<file path="config.mk">
export PLATFORM = sky130hd
export DESIGN_NAME = status_led_error_code_blinker
export DESIGN_NICKNAME = d
export VERILOG_FILES = /design/src/rtl/core/sleb_pkg.sv /design/src/rtl/core/status_led_error_code_blinker.sv /design/src/rtl/core/sleb_ram.sv /design/src/rtl/core/sleb_ctrl.sv /design/src/rtl/core/sleb_dp.sv
export SDC_FILE = /design/constraint.sdc
export NUM_CORES = 1
export LEC_CHECK = 0
export ABC_AREA = 1
export BUFFER_PORTS_ARGS = -buffer_cell sky130_fd_sc_hd__buf_2
export CAP_MARGIN = 20
export CORE_MARGIN = 2
export CORE_UTILIZATION = 40
export DETAILED_ROUTE_END_ITERATION = 8
export HOLD_SLACK_MARGIN = 0.02
export SYNTH_ARGS = -nofsm -noshare
export SYNTH_HDL_FRONTEND = slang
export SYNTH_SLANG_ARGS = --single-unit
</file>
<file path="constraint.sdc">
create_clock -name clk -period 6.5 [get_ports clk]
set_input_delay 1.3 -clock clk [delete_from_list [all_inputs] [get_ports clk]]
set_output_delay 1.3 -clock clk [all_outputs]
set_load 0.01 [all_outputs]
</file>
<file path="src/rtl/core/sleb_pkg.sv">
// ----------------------------------------------------------------------------
// sleb_pkg
// Shared types and codes of the status LED error-code blinker: item payloads,
// configuration bundle, controller/datapath command and status groups.
// ----------------------------------------------------------------------------
package sleb_pkg;

  // Event kinds carried in the mode field
  localparam logic [2:0] MODE_TICK  = 3'd0;
  localparam logic [2:0] MODE_SET   = 3'd1;
  localparam logic [2:0] MODE_ACT   = 3'd2;
  localparam logic [2:0] MODE_DEACT = 3'd3;
  localparam logic [2:0] MODE_CLEAR = 3'd4;

  // Display states
  localparam logic [2:0] ST_OFF     = 3'd0;
  localparam logic [2:0] ST_INIT    = 3'd1;
  localparam logic [2:0] ST_RUN     = 3'd2;
  localparam logic [2:0] ST_ERROR   = 3'd3;
  localparam logic [2:0] ST_WARNING = 3'd4;

  // Shown colors
  localparam logic [2:0] K_OFF     = 3'd0;
  localparam logic [2:0] K_INIT    = 3'd1;
  localparam logic [2:0] K_RUN     = 3'd2;
  localparam logic [2:0] K_WARNING = 3'd3;
  localparam logic [2:0] K_BLINK   = 3'd4;

  // Register indexes
  localparam logic [2:0] REG_SHORT_PULSE = 3'd0;
  localparam logic [2:0] REG_LONG_PULSE  = 3'd1;
  localparam logic [2:0] REG_BIT_GAP     = 3'd2;
  localparam logic [2:0] REG_CODE_GAP    = 3'd3;
  localparam logic [2:0] REG_SLOT_A      = 3'd4;
  localparam logic [2:0] REG_SLOT_B      = 3'd5;
  localparam logic [2:0] REG_SLOT_C      = 3'd6;
  localparam logic [2:0] REG_SLOT_D      = 3'd7;

  localparam int SLOT_NUM = 4;
  localparam int SLOT_W   = 47;
  localparam int PATTERN_SLOTS = 4;
  localparam logic [5:0] MAX_PATTERN_BITS = 6'd32;

  localparam logic [15:0] SHORT_PULSE_RST = 16'd200;
  localparam logic [15:0] LONG_PULSE_RST  = 16'd600;
  localparam logic [15:0] BIT_GAP_RST     = 16'd200;
  localparam logic [15:0] CODE_GAP_RST    = 16'd1500;

  typedef struct packed {
    logic [2:0] mode;
    logic [7:0] error_code;
    logic [2:0] new_state;
  } sleb_in_t;

  typedef struct packed {
    logic [2:0] color_kind;
    logic       color_written;
    logic [2:0] display_state;
    logic [3:0] codes_active;
  } sleb_out_t;

  typedef struct packed {
    logic [15:0]                        short_pulse_ms;
    logic [15:0]                        long_pulse_ms;
    logic [15:0]                        bit_gap_ms;
    logic [15:0]                        code_gap_ms;
    logic [SLOT_NUM-1:0][SLOT_W-1:0]    slot;
  } sleb_cfg_t;

  typedef struct packed {
    logic ld_item;
    logic tick_inc;
    logic tick_eval;
    logic lookup;
    logic pat_step;
    logic set_state;
    logic idx_clr;
    logic idx_inc;
    logic rd_next;
    logic wr_total;
    logic wr_idx;
    logic dec_total;
    logic fin_deact;
    logic clear_all;
    logic out_load;
  } sleb_cmd_t;

  typedef struct packed {
    logic [2:0] mode;
    logic       code_zero;
    logic       blink_on;
    logic       total_zero;
    logic       idx_at_total;
    logic       list_full;
    logic       rd_match;
    logic       shift_more;
  } sleb_sts_t;

endpackage

</file>
<file path="src/rtl/core/status_led_error_code_blinker.sv">
// ----------------------------------------------------------------------------
// status_led_error_code_blinker
// Drives a status LED color from millisecond ticks, state requests and error
// code activation, blinking each active code's bit pattern in turn.
// ----------------------------------------------------------------------------
// Usage:
//   in_valid/in_ready/in_data carry one event item (tick, set state, activate,
//   deactivate, clear all). Every item yields exactly one result item on
//   out_valid/out_ready/out_data: the shown color, whether this item rewrote
//   it, the display state and the number of active codes.
//   Timing and pattern registers sit on the APB-style port (8-byte stride).
// Item handling:
//   set state and clear all go through decode and done; a tick through
//   decode and evaluation, plus RAM fetch, pattern lookup and step when
//   blinking with codes listed; activate scans the listed codes, deactivate
//   scans the codes and shifts entries down, walking the active list RAM.
//   One item is worked on at a time; the next item is taken as soon as the
//   sequencer is back in idle, while the previous result may still wait.
// Reset: state off, LED dark, no active codes, timers at default values,
//   pattern slots invalid. No clearing pass: list entries are always written
//   before they are read.
// Stall: while out_ready is low the finished result holds in the output
//   register; a following item is accepted and worked on, then holds until
//   the output register frees up.
// ----------------------------------------------------------------------------
module status_led_error_code_blinker #(
  parameter int ACTIVE_SLOTS = 8
) (
  input  logic                clk,
  input  logic                rst_n,
  // event items
  input  logic                in_valid,
  output logic                in_ready,
  input  sleb_pkg::sleb_in_t  in_data,
  // result items
  output logic                out_valid,
  input  logic                out_ready,
  output sleb_pkg::sleb_out_t out_data,
  // configuration
  input  logic                psel,
  input  logic                penable,
  input  logic                pwrite,
  input  logic [5:0]          paddr,
  input  logic [63:0]         pwdata,
  output logic [63:0]         prdata,
  output logic                pready
);

  sleb_pkg::sleb_cfg_t cfg_r, cfg_nxt;
  sleb_pkg::sleb_cmd_t cmd;
  sleb_pkg::sleb_sts_t sts;
  logic                cfg_wr;
  logic [2:0]          reg_idx;

  assign pready  = 1'b1;
  assign reg_idx = paddr[5:3];
  assign cfg_wr  = psel && penable && pwrite && pready;

  // Register write: take the low bits of the data word for each register
  always_comb begin
    cfg_nxt = cfg_r;
    if (cfg_wr) begin
      case (reg_idx)
        sleb_pkg::REG_SHORT_PULSE: cfg_nxt.short_pulse_ms = pwdata[15:0];
        sleb_pkg::REG_LONG_PULSE:  cfg_nxt.long_pulse_ms  = pwdata[15:0];
        sleb_pkg::REG_BIT_GAP:     cfg_nxt.bit_gap_ms     = pwdata[15:0];
        sleb_pkg::REG_CODE_GAP:    cfg_nxt.code_gap_ms    = pwdata[15:0];
        sleb_pkg::REG_SLOT_A:      cfg_nxt.slot[0] = pwdata[sleb_pkg::SLOT_W-1:0];
        sleb_pkg::REG_SLOT_B:      cfg_nxt.slot[1] = pwdata[sleb_pkg::SLOT_W-1:0];
        sleb_pkg::REG_SLOT_C:      cfg_nxt.slot[2] = pwdata[sleb_pkg::SLOT_W-1:0];
        sleb_pkg::REG_SLOT_D:      cfg_nxt.slot[3] = pwdata[sleb_pkg::SLOT_W-1:0];
        default: cfg_nxt = cfg_r;
      endcase
    end
  end

  // Register read-back, zero-extended to the data width
  always_comb begin
    case (reg_idx)
      sleb_pkg::REG_SHORT_PULSE: prdata = {48'd0, cfg_r.short_pulse_ms};
      sleb_pkg::REG_LONG_PULSE:  prdata = {48'd0, cfg_r.long_pulse_ms};
      sleb_pkg::REG_BIT_GAP:     prdata = {48'd0, cfg_r.bit_gap_ms};
      sleb_pkg::REG_CODE_GAP:    prdata = {48'd0, cfg_r.code_gap_ms};
      sleb_pkg::REG_SLOT_A:      prdata = {17'd0, cfg_r.slot[0]};
      sleb_pkg::REG_SLOT_B:      prdata = {17'd0, cfg_r.slot[1]};
      sleb_pkg::REG_SLOT_C:      prdata = {17'd0, cfg_r.slot[2]};
      sleb_pkg::REG_SLOT_D:      prdata = {17'd0, cfg_r.slot[3]};
      default:                   prdata = '0;
    endcase
  end

  always_ff @(posedge clk) begin
    if (!rst_n) begin
      cfg_r.short_pulse_ms <= sleb_pkg::SHORT_PULSE_RST;
      cfg_r.long_pulse_ms  <= sleb_pkg::LONG_PULSE_RST;
      cfg_r.bit_gap_ms     <= sleb_pkg::BIT_GAP_RST;
      cfg_r.code_gap_ms    <= sleb_pkg::CODE_GAP_RST;
      cfg_r.slot           <= '0;
    end else begin
      cfg_r <= cfg_nxt;
    end
  end

  // Sequencer: dispatch items and walk the list
  sleb_ctrl u_ctrl (
    .clk      (clk),
    .rst_n    (rst_n),
    .in_valid (in_valid),
    .in_ready (in_ready),
    .out_valid(out_valid),
    .out_ready(out_ready),
    .sts      (sts),
    .cmd      (cmd)
  );

  // State, timers, active list and result register
  sleb_dp #(
    .ACTIVE_SLOTS(ACTIVE_SLOTS)
  ) u_dp (
    .clk     (clk),
    .rst_n   (rst_n),
    .in_data (in_data),
    .cfg     (cfg_r),
    .cmd     (cmd),
    .sts     (sts),
    .out_data(out_data)
  );

endmodule

</file>
<file path="src/rtl/core/sleb_ram.sv">
// ----------------------------------------------------------------------------
// sleb_ram
// Generic single-write, single-read RAM with registered read data.
// ----------------------------------------------------------------------------
module sleb_ram #(
  parameter int WIDTH = 8,
  parameter int DEPTH = 8
) (
  input  logic                                   clk,
  input  logic                                   we,
  input  logic [((DEPTH > 1) ? $clog2(DEPTH) : 1)-1:0] waddr,
  input  logic [WIDTH-1:0]                       wdata,
  input  logic [((DEPTH > 1) ? $clog2(DEPTH) : 1)-1:0] raddr,
  output logic [WIDTH-1:0]                       rdata
);

  logic [WIDTH-1:0] mem_r [DEPTH];

  always_ff @(posedge clk) begin
    if (we) begin
      mem_r[waddr] <= wdata;
    end
    rdata <= mem_r[raddr];
  end

endmodule

</file>
<file path="src/rtl/core/sleb_ctrl.sv">
// ----------------------------------------------------------------------------
// sleb_ctrl
// Sequencer of the blinker: dispatches each item, walks the active list and
// hands the result to the output register.
// ----------------------------------------------------------------------------
module sleb_ctrl (
  input  logic               clk,
  input  logic               rst_n,
  input  logic               in_valid,
  output logic               in_ready,
  output logic               out_valid,
  input  logic               out_ready,
  input  sleb_pkg::sleb_sts_t sts,
  output sleb_pkg::sleb_cmd_t cmd
);

  typedef enum logic [12:0] {
    S_IDLE   = 13'b0000000000001,
    S_DECODE = 13'b0000000000010,
    S_TICK   = 13'b0000000000100,
    S_TREAD  = 13'b0000000001000,
    S_TSTEP  = 13'b0000000010000,
    S_ASCAN  = 13'b0000000100000,
    S_ACMP   = 13'b0000001000000,
    S_DSCAN  = 13'b0000010000000,
    S_DCMP   = 13'b0000100000000,
    S_DSHIFT = 13'b0001000000000,
    S_DMOVE  = 13'b0010000000000,
    S_DFIN   = 13'b0100000000000,
    S_DONE   = 13'b1000000000000
  } state_t;

  state_t state_r, state_nxt;
  logic   out_valid_r, out_valid_nxt;

  assign in_ready  = (state_r == S_IDLE);
  assign out_valid = out_valid_r;

  always_comb begin
    state_nxt     = state_r;
    cmd           = '0;
    out_valid_nxt = out_valid_r;
    if (out_valid_r && out_ready) begin
      out_valid_nxt = 1'b0;
    end
    case (state_r)
      S_IDLE: begin
        if (in_valid) begin
          cmd.ld_item = 1'b1;
          state_nxt   = S_DECODE;
        end
      end
      S_DECODE: begin
        case (sts.mode)
          sleb_pkg::MODE_TICK: begin
            cmd.tick_inc = 1'b1;
            state_nxt    = S_TICK;
          end
          sleb_pkg::MODE_SET: begin
            cmd.set_state = 1'b1;
            state_nxt     = S_DONE;
          end
          sleb_pkg::MODE_ACT: begin
            if (sts.code_zero) begin
              state_nxt = S_DONE;
            end else begin
              cmd.idx_clr = 1'b1;
              state_nxt   = S_ASCAN;
            end
          end
          sleb_pkg::MODE_DEACT: begin
            cmd.idx_clr = 1'b1;
            state_nxt   = S_DSCAN;
          end
          sleb_pkg::MODE_CLEAR: begin
            cmd.clear_all = 1'b1;
            state_nxt     = S_DONE;
          end
          default: state_nxt = S_DONE;
        endcase
      end
      S_TICK: begin
        cmd.tick_eval = 1'b1;
        state_nxt     = (sts.blink_on && !sts.total_zero) ? S_TREAD : S_DONE;
      end
      S_TREAD: begin
        cmd.lookup = 1'b1;
        state_nxt  = S_TSTEP;
      end
      S_TSTEP: begin
        cmd.pat_step = 1'b1;
        state_nxt    = S_DONE;
      end
      S_ASCAN: begin
        if (sts.idx_at_total) begin
          cmd.wr_total = !sts.list_full;
          state_nxt    = S_DONE;
        end else begin
          state_nxt = S_ACMP;
        end
      end
      S_ACMP: begin
        if (sts.rd_match) begin
          state_nxt = S_DONE;
        end else begin
          cmd.idx_inc = 1'b1;
          state_nxt   = S_ASCAN;
        end
      end
      S_DSCAN: begin
        state_nxt = sts.idx_at_total ? S_DFIN : S_DCMP;
      end
      S_DCMP: begin
        if (sts.rd_match) begin
          state_nxt = S_DSHIFT;
        end else begin
          cmd.idx_inc = 1'b1;
          state_nxt   = S_DSCAN;
        end
      end
      S_DSHIFT: begin
        if (sts.shift_more) begin
          cmd.rd_next = 1'b1;
          state_nxt   = S_DMOVE;
        end else begin
          cmd.dec_total = 1'b1;
          state_nxt     = S_DFIN;
        end
      end
      S_DMOVE: begin
        cmd.wr_idx = 1'b1;
        state_nxt  = S_DSHIFT;
      end
      S_DFIN: begin
        cmd.fin_deact = 1'b1;
        state_nxt     = S_DONE;
      end
      S_DONE: begin
        if (!out_valid_r || out_ready) begin
          cmd.out_load  = 1'b1;
          out_valid_nxt = 1'b1;
          state_nxt     = S_IDLE;
        end
      end
      default: state_nxt = S_IDLE;
    endcase
  end

  always_ff @(posedge clk) begin
    if (!rst_n) begin
      state_r     <= S_IDLE;
      out_valid_r <= 1'b0;
    end else begin
      state_r     <= state_nxt;
      out_valid_r <= out_valid_nxt;
    end
  end

endmodule

</file>
<file path="src/rtl/core/sleb_dp.sv">
// ----------------------------------------------------------------------------
// sleb_dp
// Datapath of the blinker: display state, blink timers, cursors, active code
// list in RAM, pattern lookup and the result register.
// ----------------------------------------------------------------------------
module sleb_dp #(
  parameter int ACTIVE_SLOTS = 8
) (
  input  logic                 clk,
  input  logic                 rst_n,
  input  sleb_pkg::sleb_in_t   in_data,
  input  sleb_pkg::sleb_cfg_t  cfg,
  input  sleb_pkg::sleb_cmd_t  cmd,
  output sleb_pkg::sleb_sts_t  sts,
  output sleb_pkg::sleb_out_t  out_data
);

  localparam int AW = (ACTIVE_SLOTS > 1) ? $clog2(ACTIVE_SLOTS) : 1;
  localparam int CW = $clog2(ACTIVE_SLOTS + 1);

  function automatic logic [2:0] state_kind(input logic [2:0] s);
    logic [2:0] k;
    case (s)
      sleb_pkg::ST_OFF:   k = sleb_pkg::K_OFF;
      sleb_pkg::ST_INIT:  k = sleb_pkg::K_INIT;
      sleb_pkg::ST_RUN:   k = sleb_pkg::K_RUN;
      sleb_pkg::ST_ERROR: k = sleb_pkg::K_OFF;
      default:            k = sleb_pkg::K_WARNING;
    endcase
    return k;
  endfunction

  logic [2:0]  mode_r, mode_nxt;
  logic [7:0]  code_r, code_nxt;
  logic [2:0]  ns_r, ns_nxt;
  logic [2:0]  cur_r, cur_nxt;
  logic        led_r, led_nxt;
  logic [2:0]  kind_r, kind_nxt;
  logic        written_r, written_nxt;
  logic [CW-1:0] total_r, total_nxt;
  logic [AW-1:0] ccur_r, ccur_nxt;
  logic [5:0]  bcur_r, bcur_nxt;
  logic [15:0] phase_r, phase_nxt;
  logic [15:0] toggle_r, toggle_nxt;
  logic [CW-1:0] idx_r, idx_nxt;
  logic        hit_r, hit_nxt;
  logic [31:0] pbits_r, pbits_nxt;
  logic [5:0]  plen_r, plen_nxt;
  sleb_pkg::sleb_out_t out_r, out_nxt;

  logic          ram_we;
  logic [AW-1:0] ram_waddr, ram_raddr;
  logic [7:0]    ram_wdata, ram_rdata;

  logic          ccur_wrap;
  logic [CW-1:0] ccur_inc;
  logic [AW-1:0] ccur_next_code;
  logic          blink_on;
  logic          at_end, bit_one;
  logic [15:0]   pulse_dur;
  logic          lk_hit;
  logic [31:0]   lk_bits;
  logic [5:0]    lk_len;
  logic [CW:0]   idx_inc1;
  logic          chg_en;
  logic [2:0]    chg_tgt;

  sleb_ram #(
    .WIDTH(8),
    .DEPTH(ACTIVE_SLOTS)
  ) u_list (
    .clk  (clk),
    .we   (ram_we),
    .waddr(ram_waddr),
    .wdata(ram_wdata),
    .raddr(ram_raddr),
    .rdata(ram_rdata)
  );

  assign ccur_wrap      = (CW'(ccur_r) >= total_r);
  assign ccur_inc       = CW'(ccur_r) + CW'(1);
  assign ccur_next_code = (ccur_inc >= total_r) ? '0 : AW'(ccur_inc);
  assign blink_on       = (cur_r == sleb_pkg::ST_ERROR) ||
                          ((cur_r == sleb_pkg::ST_INIT) && (total_r != '0));
  assign at_end         = (bcur_r >= plen_r);
  assign bit_one        = !at_end && pbits_r[bcur_r[4:0]];
  assign pulse_dur      = bit_one ? cfg.long_pulse_ms : cfg.short_pulse_ms;
  assign idx_inc1       = {1'b0, idx_r} + {{CW{1'b0}}, 1'b1};

  // Lowest valid slot with a matching code wins
  always_comb begin
    lk_hit  = 1'b0;
    lk_bits = '0;
    lk_len  = '0;
    for (int i = sleb_pkg::PATTERN_SLOTS - 1; i >= 0; i--) begin
      if (cfg.slot[i][46] && (cfg.slot[i][7:0] == ram_rdata)) begin
        lk_hit  = 1'b1;
        lk_bits = cfg.slot[i][45:14];
        lk_len  = (cfg.slot[i][13:8] > sleb_pkg::MAX_PATTERN_BITS) ?
                  sleb_pkg::MAX_PATTERN_BITS : cfg.slot[i][13:8];
      end
    end
  end

  always_comb begin
    mode_nxt    = mode_r;
    code_nxt    = code_r;
    ns_nxt      = ns_r;
    cur_nxt     = cur_r;
    led_nxt     = led_r;
    kind_nxt    = kind_r;
    written_nxt = written_r;
    total_nxt   = total_r;
    ccur_nxt    = ccur_r;
    bcur_nxt    = bcur_r;
    phase_nxt   = phase_r;
    toggle_nxt  = toggle_r;
    idx_nxt     = idx_r;
    hit_nxt     = hit_r;
    pbits_nxt   = pbits_r;
    plen_nxt    = plen_r;
    out_nxt     = out_r;
    ram_we      = 1'b0;
    ram_waddr   = AW'(idx_r);
    ram_wdata   = code_r;
    ram_raddr   = AW'(idx_r);
    chg_en      = 1'b0;
    chg_tgt     = sleb_pkg::ST_RUN;

    if (cmd.ld_item) begin
      mode_nxt    = in_data.mode;
      code_nxt    = in_data.error_code;
      ns_nxt      = in_data.new_state;
      written_nxt = 1'b0;
    end
    if (cmd.tick_inc) begin
      phase_nxt  = (phase_r == 16'hFFFF) ? phase_r : phase_r + 16'd1;
      toggle_nxt = (toggle_r == 16'hFFFF) ? toggle_r : toggle_r + 16'd1;
    end
    if (cmd.tick_eval && blink_on) begin
      if (total_r == '0) begin
        if (toggle_r >= cfg.short_pulse_ms) begin
          toggle_nxt  = '0;
          led_nxt     = !led_r;
          kind_nxt    = led_r ? sleb_pkg::K_OFF : sleb_pkg::K_BLINK;
          written_nxt = 1'b1;
        end
      end else begin
        // wrap a cursor left past the end by a removal, then fetch the code
        ccur_nxt  = ccur_wrap ? '0 : ccur_r;
        ram_raddr = ccur_wrap ? '0 : ccur_r;
      end
    end
    if (cmd.lookup) begin
      hit_nxt   = lk_hit;
      pbits_nxt = lk_bits;
      plen_nxt  = lk_len;
    end
    if (cmd.pat_step) begin
      if (!hit_r) begin
        ccur_nxt = ccur_next_code;
        bcur_nxt = '0;
      end else if (led_r) begin
        if (phase_r >= pulse_dur) begin
          kind_nxt    = sleb_pkg::K_OFF;
          written_nxt = 1'b1;
          led_nxt     = 1'b0;
          phase_nxt   = '0;
          bcur_nxt    = (bcur_r < 6'd63) ? bcur_r + 6'd1 : bcur_r;
        end
      end else if (at_end) begin
        if (phase_r >= cfg.code_gap_ms) begin
          ccur_nxt  = ccur_next_code;
          bcur_nxt  = '0;
          phase_nxt = '0;
        end
      end else if (phase_r >= cfg.bit_gap_ms) begin
        kind_nxt    = sleb_pkg::K_BLINK;
        written_nxt = 1'b1;
        led_nxt     = 1'b1;
        phase_nxt   = '0;
      end
    end
    if (cmd.set_state) begin
      chg_en  = 1'b1;
      chg_tgt = ns_r;
    end
    if (cmd.idx_clr) begin
      idx_nxt = '0;
    end
    if (cmd.idx_inc) begin
      idx_nxt = CW'(idx_inc1);
    end
    if (cmd.rd_next) begin
      ram_raddr = AW'(idx_inc1);
    end
    if (cmd.wr_total) begin
      ram_we    = 1'b1;
      ram_waddr = AW'(total_r);
      ram_wdata = code_r;
      total_nxt = total_r + CW'(1);
    end
    if (cmd.wr_idx) begin
      ram_we    = 1'b1;
      ram_waddr = AW'(idx_r);
      ram_wdata = ram_rdata;
      idx_nxt   = CW'(idx_inc1);
    end
    if (cmd.dec_total) begin
      total_nxt = total_r - CW'(1);
    end
    if (cmd.fin_deact && (total_r == '0) && (cur_r == sleb_pkg::ST_ERROR)) begin
      chg_en  = 1'b1;
      chg_tgt = sleb_pkg::ST_RUN;
    end
    if (cmd.clear_all) begin
      total_nxt = '0;
      ccur_nxt  = '0;
      bcur_nxt  = '0;
      led_nxt   = 1'b0;
      chg_en    = 1'b1;
      chg_tgt   = sleb_pkg::ST_RUN;
    end
    // State change: ignore unknown or unchanged targets
    if (chg_en && (chg_tgt <= sleb_pkg::ST_WARNING) && (chg_tgt != cur_r)) begin
      cur_nxt     = chg_tgt;
      led_nxt     = 1'b0;
      ccur_nxt    = '0;
      bcur_nxt    = '0;
      phase_nxt   = '0;
      kind_nxt    = state_kind(chg_tgt);
      written_nxt = 1'b1;
    end
    if (cmd.out_load) begin
      out_nxt.color_kind    = kind_r;
      out_nxt.color_written = written_r;
      out_nxt.display_state = cur_r;
      out_nxt.codes_active  = 4'(total_r);
    end
  end

  always_comb begin
    sts.mode         = mode_r;
    sts.code_zero    = (code_r == 8'd0);
    sts.blink_on     = blink_on;
    sts.total_zero   = (total_r == '0);
    sts.idx_at_total = (idx_r == total_r);
    sts.list_full    = (total_r == CW'(ACTIVE_SLOTS));
    sts.rd_match     = (ram_rdata == code_r);
    sts.shift_more   = (idx_inc1 < {1'b0, total_r});
  end

  assign out_data = out_r;

  always_ff @(posedge clk) begin
    if (!rst_n) begin
      cur_r     <= sleb_pkg::ST_OFF;
      led_r     <= 1'b0;
      kind_r    <= sleb_pkg::K_OFF;
      written_r <= 1'b0;
      total_r   <= '0;
      ccur_r    <= '0;
      bcur_r    <= '0;
      phase_r   <= '0;
      toggle_r  <= '0;
      idx_r     <= '0;
    end else begin
      cur_r     <= cur_nxt;
      led_r     <= led_nxt;
      kind_r    <= kind_nxt;
      written_r <= written_nxt;
      total_r   <= total_nxt;
      ccur_r    <= ccur_nxt;
      bcur_r    <= bcur_nxt;
      phase_r   <= phase_nxt;
      toggle_r  <= toggle_nxt;
      idx_r     <= idx_nxt;
    end
  end

  always_ff @(posedge clk) begin
    mode_r  <= mode_nxt;
    code_r  <= code_nxt;
    ns_r    <= ns_nxt;
    hit_r   <= hit_nxt;
    pbits_r <= pbits_nxt;
    plen_r  <= plen_nxt;
    out_r   <= out_nxt;
  end

endmodule

</file>
---- Word level (Yosys, flattened, before mapping) ----
Memory sizes are Yosys's and may differ from the RTL's. A register that Yosys moved wholly into a read port is not among the register bits.
Cells that the tools add are included.
storage, ports and cells
  bits in registers ....................... 387
  memory bits (writable) .................. 64
  input bits .............................. 91
  output and inout bits ................... 78
  word-level logic and storage cells ...... 284
  memories kept ........................... 1
cells by class
  $add $sub $neg .......................... 7
  $lt $le $gt $ge ......................... 15
  eq/ne operators ......................... 45
  multiplexer cells ....................... 138
  bitwise gates (word level) .............. 1
  reductions and logical operators ........ 47
memory list
  memory             words  width  rd ports  clocked after Yosys merged registers in  wr ports  line            RTL
  u_dp.u_list.mem_r  8      8      1         1                                        1         sleb_ram.sv:17  logic [WIDTH-1:0] mem_r [DEPTH];
operator list
  cell                                              number
  one-hot mux 64 bit (8 select lines)               1
  two-way mux 16 bit                                15
  one-hot mux 13 bit (12 select lines)              1
  two-way mux 32 bit                                4
  two-way mux 3 bit                                 28
  two-way mux 6 bit                                 14
  two-way mux 13 bit                                6
  >= comparator 16 bit                              4
  two-way mux 1 bit                                 55
  == test 8 bit                                     5
  one-hot mux 13 bit (3 select lines)               1
  adder 16 x 1 -> 16 bit (second input constant)    2
  == test 16 bit (second input constant)            2
  > comparator 6 bit (second input constant)        4
  two-way mux 12 bit                                2
  == test 3 x 2 -> 1 bit (second input constant)    7
  two-way mux 4 bit                                 5
  AND reduction 2 bit                               9
  == test 3 bit (second input constant)             5
  logical AND 1 bit                                 15
  == test 13 x 1 -> 1 bit (second input constant)   1
  == test 13 x 10 -> 1 bit (second input constant)  1
  == test 13 x 11 -> 1 bit (second input constant)  1
  == test 13 x 12 -> 1 bit (second input constant)  1
  47 further kinds                                  64

---- Logic depth before layout (Yosys ltp) ----
Gate-level depths: netlist of run 1.
  depth after elaboration ................. 12
  mapped depth ............................ 32
  mapped depth without buffers ............ 29

---- Cells and area by module ----
From an unflattened synthesis of run 1, not the netlist that was laid out.
unflattened totals
  cell total of the unflattened synthesis .. 3479
  area total of the unflattened synthesis .. 25449.4 um^2
by module, submodules not included
  module                         instances  cells an instance  area an instance (um^2)
  status_led_error_code_blinker  1          1621               11476.0
  sleb_dp                        1          1395               9950.8
  sleb_ram                       1          303                3050.4
  sleb_ctrl                      1          160                972.2

---- Worst setup path before layout of run 1 ----
OpenSTA, ideal clock, no wires.
  path type ............................... input port to output port
  start point ............................. in paddr[3]
  end point ............................... out prdata[16]
  arrival ................................. 2452 ps
  slack ................................... 2748 ps
  stages on the path ...................... 6
  cell sequence ........................... inv_1 -> nor3_2 -> inv_2 -> clkbuf_1 -> buf_1 -> o211ai_1
between the ends
  cells in the longest elaborated chain, start to end .. 2
  elaborated cells between the ends (all ways) .. 9
ends and longest elaborated chain
  element                                      line                                 RTL
  start, declared                              status_led_error_code_blinker.sv:43  input logic [5:0] paddr,
  == test 3 bit, or another cell as far along  status_led_error_code_blinker.sv:79  case (reg_idx)
  one-hot mux 64 bit (8 select lines) (*)      status_led_error_code_blinker.sv:79
  end, declared                                status_led_error_code_blinker.sv:45  output logic [63:0] prdata,
Mark *: on every way between the ends. The rest lies on a longest branch, timed or not. The select of a mux whose other input is x is not followed.

---- Worst setup path in the final report of run 1 ----
  start point ............................. reg u_dp.bcur_r[0]
  end point ............................... reg u_dp.phase_r[2]
between the ends
  cells in the longest elaborated chain, start to end .. 9
  elaborated cells between the ends (all ways) .. 12
ends and longest elaborated chain
  element                                                                        line                          RTL
  start, declared                                                                sleb_dp.sv:42                 logic [5:0] bcur_r, bcur_nxt;
  start signal, assigned                                                         sleb_dp.sv:274                bcur_r <= bcur_nxt;
  binary-select mux 1 bit (select 5 bit) or >= comparator 6 bit (tied branches)  sleb_dp.sv:86, sleb_dp.sv:85
  two-way mux 1 bit (implied by the code) or zero test 1 bit (tied branches)     sleb_dp.sv:86                 assign bit_one = !at_end && pbits_r[bcur_r[4:0]];
  logical AND 1 bit                                                              sleb_dp.sv:86
  two-way mux 16 bit                                                             sleb_dp.sv:87                 assign pulse_dur = bit_one ? cfg.long_pulse_ms : cfg.short_pulse_ms;
  >= comparator 16 bit                                                           sleb_dp.sv:164                if (phase_r >= pulse_dur) begin
  two-way mux 16 bit                                                             sleb_dp.sv:164
  two-way mux 16 bit (*)                                                         sleb_dp.sv:163                end else if (led_r) begin
  two-way mux 16 bit (*)                                                         sleb_dp.sv:160                if (!hit_r) begin
  two-way mux 16 bit (*)                                                         sleb_dp.sv:159                if (cmd.pat_step) begin
  end signal, assigned                                                           sleb_dp.sv:275                phase_r <= phase_nxt;
  end, declared                                                                  sleb_dp.sv:43                 logic [15:0] phase_r, phase_nxt;
Marks and branches as above.
A chain may end at the register's enable or synchronous reset.

==> flow_summary.toml, run 1 <==
[routing]
met3RoutedLength_um = 4081
drc = 0
detailroute.via_count = 20962
highest_routed_metal_layer = "met4"
antenna_left = 0
route.final.wire_length_um = 71930
met1Wirelength_um = 32620
vias_per_cell = 5.277
count_of_tritonroute_iterations_in_the_first_routing_pass = 5
drtIter0Drc = 1687
wl_per_cell_um = 18.11
met2_routed_wirelength_um = 32770

[yosys]
ys_ff_latch = 459
syn_inst = 3094
synth_edf_count = 128
synth_cell_types = 56
postSynth.asyncResetShare_pct = 0
seq_area_frac_synth_pct = 44.18
yosysWarningCount = 0
postSynth.topFlopCell = "sky130_fd_sc_hd__dfxtp_1"
avgSynthCellArea_um2 = 7.659
synth.cell_area_um2 = 23700

[worst_setup_path]
worstPathRequired_ns = 7.04
max_stage_delay_ns = 0.68
cp.arrival_ns = 5.81
classification_of_the_worst_setup_path = "reg -> reg"
regToRegEndpoint = "u_dp.phase_r[2]"
timing.critical_path.mode_cell = "sky130_fd_sc_hd__nand2_1"
cp_cell_sequence = "buf_4 -> inv_1 -> ha_1 -> o21ai_0 -> a21oi_1 -> nor3_1 -> nand2_1 -> inv_1 -> nand3_1 -> o21ai_0 -> ha_1 -> a21oi_1 -> o21ai_0 -> nand3_1 -> nand2_1 -> a21boi_0 -> nand2_1 -> nand2_1 -> nor2_2 -> nor2_1 -> nand2_4 -> nor2_1"
critical_path.slowest_cell = "sky130_fd_sc_hd__nand3_1"
critical_path.max_fanout = 25
endpoint_kind = "flip-flop"
critPathBufInv = 3
levels_on_crit_path = 22
timing.critical_path.from_type = "flip-flop"
cp_top_family = "simple AND/OR/NAND/NOR gates"
reg2reg_from = "u_dp.bcur_r[0]"
timing.reg2reg.setup_slack_ns = 1.22
worst-r2r-cell-count = 22

[floorplan]
dieWidth_um = 247.4
pin_count = 169
die_area_um2 = 61210
design.core.area_um2 = 58800
rows = 89
height_of_the_die_um = 247.4
initial_core_util_pct = 40.30

[timing]
final.min_clock_period_ns = 5.276
hold_viol = 0
setup_viol = 0
relSlewSlack_pct = 24.68
worstMarginPinSlew_ns = 1.128
rsz0062_at_grt = "false"
fin_crit_sh_pct = 81.17
final.setup.tns_ns = 0
fin_worst_skew_ns = 0.03815
final.setup.worst_slack_ns = 1.224
fin_hold_ws_ns = 0.4571
max_clock_freq_mhz = 189.5
timing.final.max_slew_violations = 0

[power_and_ir_drop]
max-vdd-ir-drop_uv = 204.0
power_density_nw_per_um2 = 231.4
reported_leakage_power_nw = 11.31
post-layout-total-power_mw = 6.146

[layout]
final_layout_size_suffix_gt1_share_pct = 10.26
postLayoutCellArea_um2 = 26560
flow.area_growth_from_synthesis_pct = 12.10
area.sequential_um2 = 10470
final.fill_count = 5965
multi_input_combinational_cell_area_um2 = 11270
post_layout_nonfiller_instances = 3972
finalNetCount = 3337
utilization_after_layout_pct = 45.18

[cts]
post_cts.resized_instances = 0
cts.htree.levels = 2
cts_root_buffer = "sky130_fd_sc_hd__clkbuf_16"
clock_tree.buffer_depth = 3
cts.sink_count = 459
cts_tree = "yes"
worst_setup_hold_path_clk_slew_ns = 0.06
worstSkewPairLatency_ns = 0.62
post_cts.repair.setup_buffers = 0
cts_inserted_buffers = 52
cts_hold_buffers = 0

[placed_design]
dpl_cell_area_um2 = 24880
port-buffer-count = 130
placement.setup.worst_slack_ns = 1.287
finalWeightedCongestion = 0.8917
post-place-cells = 3873
hpwl_um = 46800

[global_routing]
grt_start_max_net_pins = 105
grt_pass1_wl_um = 111700
gr-total-overflow = 0
grt_pass1_vias = 19499
global_route.usage.total_pct = 23.33
grt_antenna_before_repair = 2

[worst_hold_path]
holdPathEnd = "u_dp.out_data[9]"
holdPathStages = 0
worst_hold_path_type = "reg -> reg"
hold_path.startpoint = "u_dp.kind_r[1]"

[run_status]
run_status = "completed"

[job]
max-cap-violations = 0
worst max path at each step:
stage                         from                to
floorplan                 paddr[3]        prdata[16]
global placement    u_dp.bcur_r[0]  u_dp.phase_r[13]
detailed placement  u_dp.bcur_r[0]  u_dp.phase_r[13]
CTS                 u_dp.bcur_r[0]   u_dp.phase_r[4]
global route        u_dp.bcur_r[0]   u_dp.phase_r[2]
finish              u_dp.bcur_r[0]   u_dp.phase_r[2]
placed cells by master, fill, tap and decap left out, drive strengths merged, types with 4 or more instances in the layout:
cell type / synthesis / layout
a211oi: 4 / 4
a21oi: 228 / 228
a221oi: 16 / 16
a22oi: 36 / 36
a31oi: 8 / 8
buf: 56 / 161
clkbuf: 112 / 85
clkinv: 3 / 9
conb: 2 / 18
dfxtp: 331 / 331
edfxtp: 128 / 128
ha: 88 / 88
inv: 344 / 346
nand2: 482 / 482
nand3: 129 / 129
nand3b: 36 / 36
nand4: 27 / 27
nor2: 486 / 486
nor3: 49 / 49
nor4: 8 / 8
o211ai: 89 / 89
o21a: 4 / 4
o21ai: 328 / 328
o21bai: 4 / 4
o22ai: 38 / 38
or2: 4 / 4
xnor2: 13 / 13
xor2: 29 / 29
worst register-to-register path: stages (launching register included):
cell                       delay, ns
sky130_fd_sc_hd__dfxtp_1        0.29
sky130_fd_sc_hd__buf_4          0.19
sky130_fd_sc_hd__inv_1          0.51
sky130_fd_sc_hd__ha_1           0.35
sky130_fd_sc_hd__o21ai_0        0.17
sky130_fd_sc_hd__a21oi_1        0.08
sky130_fd_sc_hd__nor3_1         0.12
sky130_fd_sc_hd__nand2_1        0.13
sky130_fd_sc_hd__inv_1          0.13
sky130_fd_sc_hd__nand3_1        0.68
sky130_fd_sc_hd__o21ai_0        0.53
sky130_fd_sc_hd__ha_1           0.30
sky130_fd_sc_hd__a21oi_1        0.13
sky130_fd_sc_hd__o21ai_0        0.09
sky130_fd_sc_hd__nand3_1        0.07
sky130_fd_sc_hd__nand2_1        0.05
sky130_fd_sc_hd__a21boi_0       0.44
sky130_fd_sc_hd__nand2_1        0.17
sky130_fd_sc_hd__nand2_1        0.14
sky130_fd_sc_hd__nor2_2         0.10
sky130_fd_sc_hd__nor2_1         0.18
sky130_fd_sc_hd__nand2_4        0.19
sky130_fd_sc_hd__nor2_1         0.13
area by class of cell:
| class | count | share of cell area, % |
|---|---|---|
| Sequential cell | 459 | 39.41 |
| Multi-Input combinational cell | 2136 | 42.41 |
| Timing Repair Buffer | 161 | 3.377 |
| Antenna cell | 2 | 0.01884 |
| Tap cell | 773 | 3.641 |
| Clock inverter | 9 | 0.3580 |
| Inverter | 347 | 4.922 |
| Clock buffer | 85 | 5.859 |
flip-flops by register name (all words and copies together) (netlist names):
signal and flops:
u_dp.hit_r 1, u_dp.written_r 1, u_dp.cur_r 3, u_dp.pbits_r 32, u_dp.ns_r 3, u_dp.idx_r 4
u_dp.led_r 1, u_dp.out_data 11, u_dp.ccur_r 3, u_dp.mode_r 3, u_dp.bcur_r 6, u_dp.toggle_r 16
u_ctrl.state_r 13, u_dp.kind_r 3, u_dp.plen_r 6, u_dp.u_list.rdata 8, u_dp.phase_r 16, u_ctrl.out_valid 1
cfg_r 252, u_dp.u_list.mem_r 64, u_dp.code_r 8, u_dp.total_r 4
kinds of logic (layout without fill, tap and decap cells):
| family | Yosys count | after routing | share of synthesized area [%] |
|---|---|---|---|
| compound gates | 763 | 763 | 18.24 |
| xor+xnor | 42 | 42 | 1.552 |
| fa+ha+maj | 89 | 89 | 4.731 |
| buf+inv | 515 | 602 | 8.786 |
| flops | 459 | 459 | 44.18 |
| mux | 1 | 1 | 0.04224 |
| other cells | 2 | 20 | 0.03169 |
| simple gates | 1223 | 1223 | 22.43 |
routing by layer:
layer / GRT usage [%] / up-vias
li1: - / 10480
met5: 0 / -
met3: 3.222 / 140
met1: 31.77 / 9730
met2: 37.51 / 612
met4: 9.017 / 0
cell usage after synthesis (all sizes together) (16+ instances only):
cell | n | area, um^2
buf | 56 | 354.1
clkbuf | 112 | 420.4
o211ai | 89 | 668.1
ha | 88 | 1101
nand4 | 27 | 168.9
a22oi | 36 | 270.3
o22ai | 38 | 237.7
a221oi | 16 | 140.1
o21ai | 328 | 1645
edfxtp | 128 | 3844
a21oi | 228 | 1152
nand3b | 36 | 270.3
nor2 | 486 | 1966
nand2 | 482 | 1852
xor2 | 29 | 254.0
nor3 | 49 | 287.8
inv | 344 | 1296
nand3 | 129 | 660.6
dfxtp | 331 | 6626
power breakdown:
group	internal [mW]	switching, mW
registers	2.97	0.0214
logic	0.0717	0.203
clock network	1.67	1.21
total	4.71	1.44
No activity file was read; power rests on OpenSTA's default activity.
==> inputs of run 2 (changes only) <==
- clock period: 6.5 -> 4.61 ns (I/O delays scaled with it)
==> run 2 against run 1 <==
Against the previous run:
- clock power up 41%
- non-clock buffer count up 13
- hold slack worse by 0.0061 ns
- sequential power up 41%
- combinational power up 42%
- critical endpoint is now u_dp.phase_r[13]
- largest cell class unchanged
- highest routed layer unchanged
==> flow_summary.toml, run 2 (same netlist as run 1, synthesis figures left out) <==
[timing]
rsz0062_at_grt = "false"
relSlewSlack_pct = 17.21
fin_hold_ws_ns = 0.4511
fin_worst_skew_ns = 0.02221
setup_viol = 0
max_clock_freq_mhz = 251.2
timing.final.max_slew_violations = 0
final.setup.tns_ns = 0
final.min_clock_period_ns = 3.980
fin_crit_sh_pct = 86.34
hold_viol = 0
worstMarginPinSlew_ns = 1.242

[cts]
cts.htree.levels = 2
post_cts.resized_instances = 0
worst_setup_hold_path_clk_slew_ns = 0.06
cts_hold_buffers = 0
clock_tree.buffer_depth = 3
cts_inserted_buffers = 52
cts_root_buffer = "sky130_fd_sc_hd__clkbuf_16"
post_cts.repair.setup_buffers = 0
cts.sink_count = 459
cts_tree = "yes"
worstSkewPairLatency_ns = 0.62

[layout]
final_layout_size_suffix_gt1_share_pct = 10.77
final.fill_count = 5933
finalNetCount = 3350
area.sequential_um2 = 10470
final_common_cell = "sky130_fd_sc_hd__nand2_1"
largest-register = "cfg_r"
multi_input_combinational_cell_area_um2 = 11270
max_ffs_per_register = 252
flow.area_growth_from_synthesis_pct = 12.58
mostFrequentLayoutCells = "sky130_fd_sc_hd__nand2_1, sky130_fd_sc_hd__nor2_1, sky130_fd_sc_hd__dfxtp_1"
largestRegisters = "cfg_r (252), u_dp.u_list.mem_r (64), u_dp.pbits_r (32)"

[worst_setup_path]
reg2reg_from = "u_dp.bcur_r[1]"
regToRegEndpoint = "u_dp.phase_r[13]"
critical_path.max_fanout = 32
timing.critical_path.from_type = "flip-flop"
endpoint_kind = "flip-flop"
cp.arrival_ns = 4.54
timing.reg2reg.setup_slack_ns = 0.63
worstPathRequired_ns = 5.17
worst-r2r-cell-count = 22
classification_of_the_worst_setup_path = "reg -> reg"

[floorplan]
design.core.area_um2 = 58800
pin_count = 169
initial_core_util_pct = 40.30
height_of_the_die_um = 247.4
die_area_um2 = 61210
rows = 89
dieWidth_um = 247.4

[global_routing]
grt_antenna_before_repair = 2
grt_pass1_wl_um = 110500
grt_pass1_vias = 19319
grt_start_max_net_pins = 248
global_route.usage.total_pct = 23.03
gr-total-overflow = 0

[run_status]
run_status = "completed"

[worst_hold_path]
hold_path.startpoint = "u_dp.written_r"
worst_hold_path_type = "reg -> reg"
holdPathEnd = "u_dp.out_data[7]"
holdPathStages = 0

[power_and_ir_drop]
power_density_nw_per_um2 = 325.0
reported_leakage_power_nw = 11.38
max-vdd-ir-drop_uv = 322.2
post-layout-total-power_mw = 8.671

[routing]
wl_per_cell_um = 17.91
count_of_tritonroute_iterations_in_the_first_routing_pass = 5
detailroute.via_count = 21017
antenna_left = 0
drc = 0
vias_per_cell = 5.273
route.final.wire_length_um = 71390
drtIter0Drc = 1682

[placed_design]
hpwl_um = 46870
port-buffer-count = 130
finalWeightedCongestion = 0.8624

[job]
max-cap-violations = 0
run 2: cell types whose count changed in the layout (fill, tap and decap cells not counted), sizes merged:
cell / change
bufinv: +1
buf: +13
clkbuf: -8
clkinv: +8
clkinvlp: +1
diode: -1
run 2: where the power goes:
part	switching, mW	internal (mW)
sequential	0.0305	4.18
combinational	0.287	0.103
clock	1.73	2.33
run 2: final cells by class:
cell class | count | area share, %
Antenna cell | 1 | 0.009380
Clock buffer | 77 | 5.534
Clock inverter | 19 | 0.6613
Inverter | 347 | 4.901
Multi-Input combinational cell | 2136 | 42.23
Sequential cell | 459 | 39.25
Tap cell | 773 | 3.625
Timing Repair Buffer | 174 | 3.794
run 2: worst max-delay path, cell delays in order, from the launching register on:
cell and delay [ns]:
sky130_fd_sc_hd__dfxtp_1 0.46, sky130_fd_sc_hd__clkinv_1 0.31, sky130_fd_sc_hd__a21oi_1 0.21, sky130_fd_sc_hd__a22oi_1 0.10, sky130_fd_sc_hd__nand2_1 0.08, sky130_fd_sc_hd__nand3_1 0.07
sky130_fd_sc_hd__nand2_1 0.10, sky130_fd_sc_hd__nand2_1 0.07, sky130_fd_sc_hd__nand3_1 0.08, sky130_fd_sc_hd__buf_4 0.30, sky130_fd_sc_hd__o21ai_0 0.15, sky130_fd_sc_hd__ha_1 0.33
sky130_fd_sc_hd__a21oi_1 0.13, sky130_fd_sc_hd__o21ai_0 0.09, sky130_fd_sc_hd__nand3_1 0.07, sky130_fd_sc_hd__nand2_1 0.05, sky130_fd_sc_hd__a21boi_0 0.40, sky130_fd_sc_hd__nand2_1 0.13
sky130_fd_sc_hd__nand2_1 0.13, sky130_fd_sc_hd__nor2_2 0.10, sky130_fd_sc_hd__nor2_1 0.18, sky130_fd_sc_hd__nand2_4 0.19, sky130_fd_sc_hd__nor2_1 0.14
run 2: metal layers:
layer  part of all wire (%)  GRT usage [%]
met2                     46          37.95
met5                      0              0
met4                    2.7          7.221
met3                    6.0          2.995
met1                     45          31.36
run 2: how the worst max path moves through the flow:
stage | start | endpoint | slack [ns] | cells after the start
finish | u_dp.bcur_r[1] | u_dp.phase_r[13] | 0.63 | 22
global placement | u_dp.bcur_r[1] | u_dp.phase_r[13] | 0.65 | 22
floorplan | u_dp.bcur_r[0] | u_dp.phase_r[12] | 1.15 | 26
global route | u_dp.bcur_r[1] | u_dp.phase_r[13] | 0.17 | 22
detailed placement | u_dp.bcur_r[1] | u_dp.phase_r[13] | 0.63 | 22
CTS | u_dp.bcur_r[1] | u_dp.phase_r[13] | 0.59 | 22
run 2: stage by stage:
stage	instances	setup slack [ns]	area, um^2	utilization [%]
finish	3986	0.6298	26680	45.37
global route	3985	0.1712	26680	45.37
CTS	3985	0.5884	26680	45.37
detailed placement	3889	0.6341	25020	42.56
global placement	3889	0.6519	25020	42.56
floorplan	3110	1.148	23760	-
